`config.mk`:
```
export PLATFORM = sky130hd
export DESIGN_NAME = bba_sequencer
export DESIGN_NICKNAME = d
export VERILOG_FILES = /design/src/rtl/core/bba_pkg.sv /design/src/rtl/core/bba_sequencer.sv
export SDC_FILE = /design/constraint.sdc
export NUM_CORES = 1
export LEC_CHECK = 0
export CORE_MARGIN = 1
export CORE_UTILIZATION = 30
export DETAILED_ROUTE_END_ITERATION = 10
export DONT_BUFFER_PORTS = 1
export GPL_ROUTABILITY_DRIVEN = 0
export GPL_TIMING_DRIVEN = 0
export PLACE_DENSITY = 0.48
export SYNTH_ARGS = -nofsm -noshare
export SYNTH_HDL_FRONTEND = slang
export SYNTH_SLANG_ARGS = --single-unit
```
`constraint.sdc`:
```
create_clock -name clock -period 2.9 [get_ports clock]
set_input_delay 0.435 -clock clock [delete_from_list [all_inputs] [get_ports clock]]
set_output_delay 0.435 -clock clock [all_outputs]
set_load 0.01 [all_outputs]
```
`src/rtl/core/bba_pkg.sv`:
```
// ============================================================================
// bba_pkg: shared definitions of the buddy block allocator
// Sizes, result codes, microcode formats and the control program itself.
// ============================================================================
package bba_pkg;

   // Area and tree geometry.
   localparam int TOTAL_LOG2   = 16;
   localparam int MIN_LOG2     = 4;
   localparam int LEVELS_BELOW = TOTAL_LOG2 - MIN_LOG2;
   localparam int NODE_W       = LEVELS_BELOW + 1;
   localparam int NODE_COUNT   = 2 << LEVELS_BELOW;

   // Field widths.
   localparam int LG_W     = 5;
   localparam int SIZE_W   = 17;
   localparam int OFFSET_W = 16;
   localparam int STEP_W   = 4;

   localparam logic [NODE_W-1:0] ROOT_NODE = NODE_W'(1);
   localparam logic [NODE_W-1:0] LEAF_BASE = NODE_W'(1) << LEVELS_BELOW;
   localparam logic [NODE_W-1:0] LAST_NODE = {NODE_W{1'b1}};
   localparam logic [SIZE_W-1:0] AREA_SIZE = SIZE_W'(1) << TOTAL_LOG2;
   localparam logic [LG_W-1:0]   TOP_LG    = LG_W'(TOTAL_LOG2);
   localparam logic [LG_W-1:0]   MIN_LG    = LG_W'(MIN_LOG2);

   localparam logic CMD_ALLOC = 1'b0;
   localparam logic CMD_FREE  = 1'b1;

   typedef enum logic [1:0] {
      ERR_NONE      = 2'd0,
      ERR_BAD_SIZE  = 2'd1,
      ERR_NO_SPACE  = 2'd2,
      ERR_NOT_ALLOC = 2'd3
   } err_type;

   // Datapath operations, one per control word.
   typedef enum logic [3:0] {
      OP_NONE,
      OP_CLEAR,
      OP_LATCH,
      OP_READ_ROOT,
      OP_READ_LEFT,
      OP_DESCEND,
      OP_MARK,
      OP_MERGE,
      OP_READ_LEAF,
      OP_WALK,
      OP_REPLY_OK,
      OP_REPLY_ALLOC_ERR,
      OP_REPLY_FREE_ERR
   } op_type;

   // Jump conditions, one per control word.
   typedef enum logic [3:0] {
      C_NEVER,
      C_ALWAYS,
      C_CLEAR_MORE,
      C_NO_START,
      C_FREE,
      C_ALLOC_FAIL,
      C_ABOVE_SIZE,
      C_AT_ROOT,
      C_MERGE_MORE,
      C_OFF_OUT,
      C_WALK_MORE,
      C_FREE_OK
   } cond_type;

   // Program addresses.
   localparam logic [STEP_W-1:0] ST_CLEAR     = 4'd0;
   localparam logic [STEP_W-1:0] ST_IDLE      = 4'd1;
   localparam logic [STEP_W-1:0] ST_DISPATCH  = 4'd2;
   localparam logic [STEP_W-1:0] ST_ROOT_CHK  = 4'd3;
   localparam logic [STEP_W-1:0] ST_DESCEND   = 4'd4;
   localparam logic [STEP_W-1:0] ST_MARK      = 4'd5;
   localparam logic [STEP_W-1:0] ST_MERGE     = 4'd6;
   localparam logic [STEP_W-1:0] ST_DONE      = 4'd7;
   localparam logic [STEP_W-1:0] ST_ERR_ALLOC = 4'd8;
   localparam logic [STEP_W-1:0] ST_FREE_LEAF = 4'd9;
   localparam logic [STEP_W-1:0] ST_FREE_WALK = 4'd10;
   localparam logic [STEP_W-1:0] ST_FREE_CHK  = 4'd11;
   localparam logic [STEP_W-1:0] ST_ERR_FREE  = 4'd12;

   typedef struct packed {
      op_type              op;
      cond_type            cond;
      logic [STEP_W-1:0]   target;
   } uword_type;

   // Status from the datapath that the jump conditions test.
   typedef struct packed {
      logic start;
      logic cmd_free;
      logic alloc_fail;
      logic above_size;
      logic at_root;
      logic merge_more;
      logic off_out;
      logic walk_more;
      logic free_ok;
      logic clear_more;
   } flags_type;

   // The control program. A taken condition jumps to target, otherwise the
   // step counter moves on to the next word.
   function automatic uword_type ucode_rom(input logic [STEP_W-1:0] addr);
      uword_type w;
      w.op     = OP_NONE;
      w.cond   = C_ALWAYS;
      w.target = ST_IDLE;
      unique case (addr)
         ST_CLEAR:     begin w.op = OP_CLEAR;           w.cond = C_CLEAR_MORE;
                             w.target = ST_CLEAR;     end
         ST_IDLE:      begin w.op = OP_LATCH;           w.cond = C_NO_START;
                             w.target = ST_IDLE;      end
         ST_DISPATCH:  begin w.op = OP_READ_ROOT;       w.cond = C_FREE;
                             w.target = ST_FREE_LEAF; end
         ST_ROOT_CHK:  begin w.op = OP_READ_LEFT;       w.cond = C_ALLOC_FAIL;
                             w.target = ST_ERR_ALLOC; end
         ST_DESCEND:   begin w.op = OP_DESCEND;         w.cond = C_ABOVE_SIZE;
                             w.target = ST_DESCEND;   end
         ST_MARK:      begin w.op = OP_MARK;            w.cond = C_AT_ROOT;
                             w.target = ST_DONE;      end
         ST_MERGE:     begin w.op = OP_MERGE;           w.cond = C_MERGE_MORE;
                             w.target = ST_MERGE;     end
         ST_DONE:      begin w.op = OP_REPLY_OK;        w.cond = C_ALWAYS;
                             w.target = ST_IDLE;      end
         ST_ERR_ALLOC: begin w.op = OP_REPLY_ALLOC_ERR; w.cond = C_ALWAYS;
                             w.target = ST_IDLE;      end
         ST_FREE_LEAF: begin w.op = OP_READ_LEAF;       w.cond = C_OFF_OUT;
                             w.target = ST_ERR_FREE;  end
         ST_FREE_WALK: begin w.op = OP_WALK;            w.cond = C_WALK_MORE;
                             w.target = ST_FREE_WALK; end
         ST_FREE_CHK:  begin w.op = OP_NONE;            w.cond = C_FREE_OK;
                             w.target = ST_MARK;      end
         ST_ERR_FREE:  begin w.op = OP_REPLY_FREE_ERR;  w.cond = C_ALWAYS;
                             w.target = ST_IDLE;      end
         default:      begin w.op = OP_NONE;            w.cond = C_ALWAYS;
                             w.target = ST_IDLE;      end
      endcase
      return w;
   endfunction

   // Log2 of the smallest power of two that holds size, at least MIN_LOG2.
   function automatic logic [LG_W-1:0] size_to_log(input logic [SIZE_W-1:0] size);
      logic [SIZE_W-1:0] m;
      logic [LG_W-1:0]   k;
      m = size - SIZE_W'(1);
      k = MIN_LG;
      for (int i = 0; i < SIZE_W; i++) begin
         if (m[i] && (i + 1 > MIN_LOG2)) begin
            k = LG_W'(i + 1);
         end
      end
      return k;
   endfunction

endpackage

```
`src/rtl/core/bba_sequencer.sv`:
```
// ============================================================================
// bba_sequencer: step counter and control store
// Fetches one control word per cycle and resolves conditional jumps.
// ============================================================================
module bba_sequencer
   import bba_pkg::*;
(
   input  logic      clock,
   input  logic      reset,
   input  flags_type flags,
   output uword_type uword,
   output logic      idle
);

   logic [STEP_W-1:0] step_ff;
   logic [STEP_W-1:0] step_in;
   logic              taken;

   assign uword = ucode_rom(step_ff);
   assign idle  = (step_ff == ST_IDLE);

   always_comb begin
      unique case (uword.cond)
         C_NEVER:      taken = 1'b0;
         C_ALWAYS:     taken = 1'b1;
         C_CLEAR_MORE: taken = flags.clear_more;
         C_NO_START:   taken = !flags.start;
         C_FREE:       taken = flags.cmd_free;
         C_ALLOC_FAIL: taken = flags.alloc_fail;
         C_ABOVE_SIZE: taken = flags.above_size;
         C_AT_ROOT:    taken = flags.at_root;
         C_MERGE_MORE: taken = flags.merge_more;
         C_OFF_OUT:    taken = flags.off_out;
         C_WALK_MORE:  taken = flags.walk_more;
         C_FREE_OK:    taken = flags.free_ok;
         default:      taken = 1'b0;
      endcase
      step_in = taken ? uword.target : step_ff + STEP_W'(1);
   end

   always_ff @(posedge clock) begin
      if (reset) begin
         step_ff <= ST_CLEAR;
      end else begin
         step_ff <= step_in;
      end
   end

endmodule

```
==> metrics.md <==
| Metric | Value |
|---|---|
| Register area | ~320 sq um |
| Post-Route WL | 1.68 mm |
| Delay-heaviest family, CP | compound AO/OA/AOI/OAI gates |
| CTS clock-pin slew for the worst setup and hold paths | roughly 90 ps |
| Layout fillers | 292 |
| Fin cells | 122 |
| CP Data Arrival Time | roughly 2800 ps |
| Syn_area_per_cell | about 11 sq um |
| Status | complete, but fails checks |
| Hpwl dp | between 1 and 1.5 mm |
| Setup violators final | 0 |
| Cell chain of the critical path | buf_6, mux2_2, a2bb2oi_2, and3_4, buf_6, nor2_1, a211oi_4, inv_1, ha_1, a211oi_1, a211oi_1 |
| Drt via density | between 4 and 5 |
| Maximum vdd drop | approximately 460 uV |
| Post-Synthesis Cells | 85 |
| Critical path type | register to register |
| Fin. max-slew vios | 0 |
| Most common cell after layout, fill and taps aside | dfxtp_1 |
| Lkg Pwr | 0.418 nW |
| Top Ports | 25 |
| Crit path depth | 11 |
| Count of unique library cells instantiated by Yosys | 33 |
| Initial antenna violation count | 0 |
| Critical Path RT | roughly 3000 ps |
| Global-route usage over all layers | a little under an eighth |
| Vias | between 600 and 700 |
| Worst hold path depth | 1 |
| Initial Util | around a third |
| Total grt overflow | 0 |
| Maximum fanout along the worst path | 6 |
| Area of the multi-input gates | between 500 and 600 sq um |
| Setup TNS | 0 ps |
| Vias in the first global route | between 500 and 600 |
| Sequential-to-total area share from yosys stat | roughly a third |
| Synth warnings | 0 |
| Die width | 57.0 um |
| Overall die height | 57.0 um |
| Inserted Diodes | 0 |
| Drt pass-1 iters | 6 |
| FF+latch count, synth | 16 |
| DRT iter0 DRCs | 37 |
| Core Area | ~2800 sq um |
| CP peak stage delay | roughly 370 ps |
| Final nets | 113 |
| CP startpoint | uword[5] |
| Tightest Pin Transition | 410 ps |
| CP startpoint kind | register |
| CTS Buffer Depth | 2 |
| Max frequency | between 300 and 400 MHz |
| Failing checks | DRC |
| Die area | around 3200 sq um |
| I/O Buffers | 0 |
| Net Count, Synth | between 100 and 150 |
| Commonest cells after routing, fill and taps aside | dfxtp_1 (15), ha_1 (8), inv_1 (7) |
| Row cnt | 19 |
| Total power | ~1.4 mW |
| Final Hold Fails | 0 |
| Max-Cap Viols | 0 |
| First-pass GRT wire length | roughly 2.7 mm |
| Critical path buffers and inverters | 3 |
| Dpl cell area | about 950 sq um |
| Share of cells above drive strength 1 | 24.2% |
| Final instance area | ~1000 sq um |
| Clk_lat worst skew | 280 ps |
| Post-route clock skew | approximately 8 ps |
| Slew margin rel. | between 70% and 80% |
| Clock Sinks | 16 |
| CTS tree | done |
| CTS H-tree lvls | 1 |
| Root buf cell | clkbuf_4 |
| Wirelength per Cell | 13.8 um |
| Crit path time final | approximately 2700 ps |
| Area delta synth->final | 10.2% |
| Final period util | around 92% |
| Largest net degree at the start of global routing | 11 |
| Hold Startpoint | reset |
| Dpl cells | roughly 120 |
| DRC errors left | 8 |
| Post-Syn Area | around 910 sq um |
| Unrepaired setup endpoints after global routing | no |
| PD cells | 1350 nW/um^2 |
| Hold WS | ~220 ps |
| Final ANT Viol Nets | 0 |
| Critical path capture point type | register |
| Worst-case reg-to-reg path depth | 11 |
| Worst Hold Class | input pin to register |
| Cts hold-fix bufs | 0 |
| FF-to-FF Start | uword[5] |
| Num CTS Buffers | 3 |
| CP max stage cell | dfxtp_2 |
## per-layer routing
layer / GRT usage [%] / up-vias / wire, um
li1: - / 321 / -
met1: 15.1 / 267 / 829
met2: 16.0 / 19 / 716
met3: 5.22 / 2 / 120
met4: 5.23 / 0 / 13
met5: 0 / - / 0
## area by class of cell
cell class	instances	share of cell area (%)
clock buffers	3	2.25
inverters	9	3.38
plain buffers	3	3.38
flip-flops and latches	16	32.2
multi-input cells	57	52.7
well taps	31	3.88
repair buffers	3	2.25
## synth_stat cells (all sizes together)
cell type	n	share of area [%]
or3b	1	0.97
mux2	3	4.1
a2bb2oi	4	5.2
nand3b	2	1.7
a41o	1	1.1
mux2i	4	4.4
ha	8	11
inv	9	3.7
or4	1	1.2
xor2	1	0.97
nand2b	2	1.4
nor3	2	1.1
and2b	1	0.83
buf	3	3.7
nor3b	3	2.5
a21oi	2	1.1
a22o	4	3.9
o2bb2ai	1	0.97
a211oi	5	6.1
and3	2	1.9
dfxtp	16	35
xnor2	2	1.9
nand3	2	1.1
o211ai	1	0.83
a31oi	2	1.4
nor2	3	1.5
## worst register-to-register path, cell delays in order, from the launching register on
cell and delay (ps):
dfxtp_2 370, buf_6 130, mux2_2 340, a2bb2oi_2 220
and3_4 220, buf_6 120, nor2_1 70, a211oi_4 310
inv_1 140, ha_1 380, a211oi_1 200, a211oi_1 80
## registers in the layout, summed over array words and instances (netlist names)
signal	count
step_ff	4
uword	12
## path summary, 6_finish.rpt
| kind | slack, ps | end |
|---|---|---|
| setup reg to reg | 220 | uword[9] |
| hold reg to reg | 590 | step_ff[0] |
| setup / recovery | 220 | uword[9] |
| hold / removal | 220 | step_ff[0] |
## metrics by stage
| step | utilization [%] | setup WS [ps] |
|---|---|---|
| detailed placement | 33.7 | -59.6 |
| floorplan | - | 309 |
| finish | 35.6 | 220 |
| CTS | 34.8 | 38.8 |
| global placement | 33.7 | -96.8 |
| global route | 35.6 | 7.92 |
## logic make-up after synthesis
logic type                 synth area share [%]
buffers and inverters                      7.45
DFF                                        35.3
xor gates and xnor gates                   2.90
and+or+nand+nor                            14.2
muxes                                      8.55
AOI/OAI and AO/OA                          20.6
adders and majority gates                  11.0
## report_power, final
group	total [mW]	internal (mW)	switching, mW
clock network	0.108	0.0481	0.0603
logic	0.812	0.400	0.412
registers	0.429	0.319	0.110
## timing repair
| action | CTS | global route |
|---|---|---|
| setup endpoints to repair | 4 | 5 |
| resized for setup | 1 | 2 |
| endpoints found under the hold margin | 0 | 0 |
| pin swaps | 0 | 1 |
| setup buffers | 0 | 3 |
No activity file was read; power rests on OpenSTA's default activity.
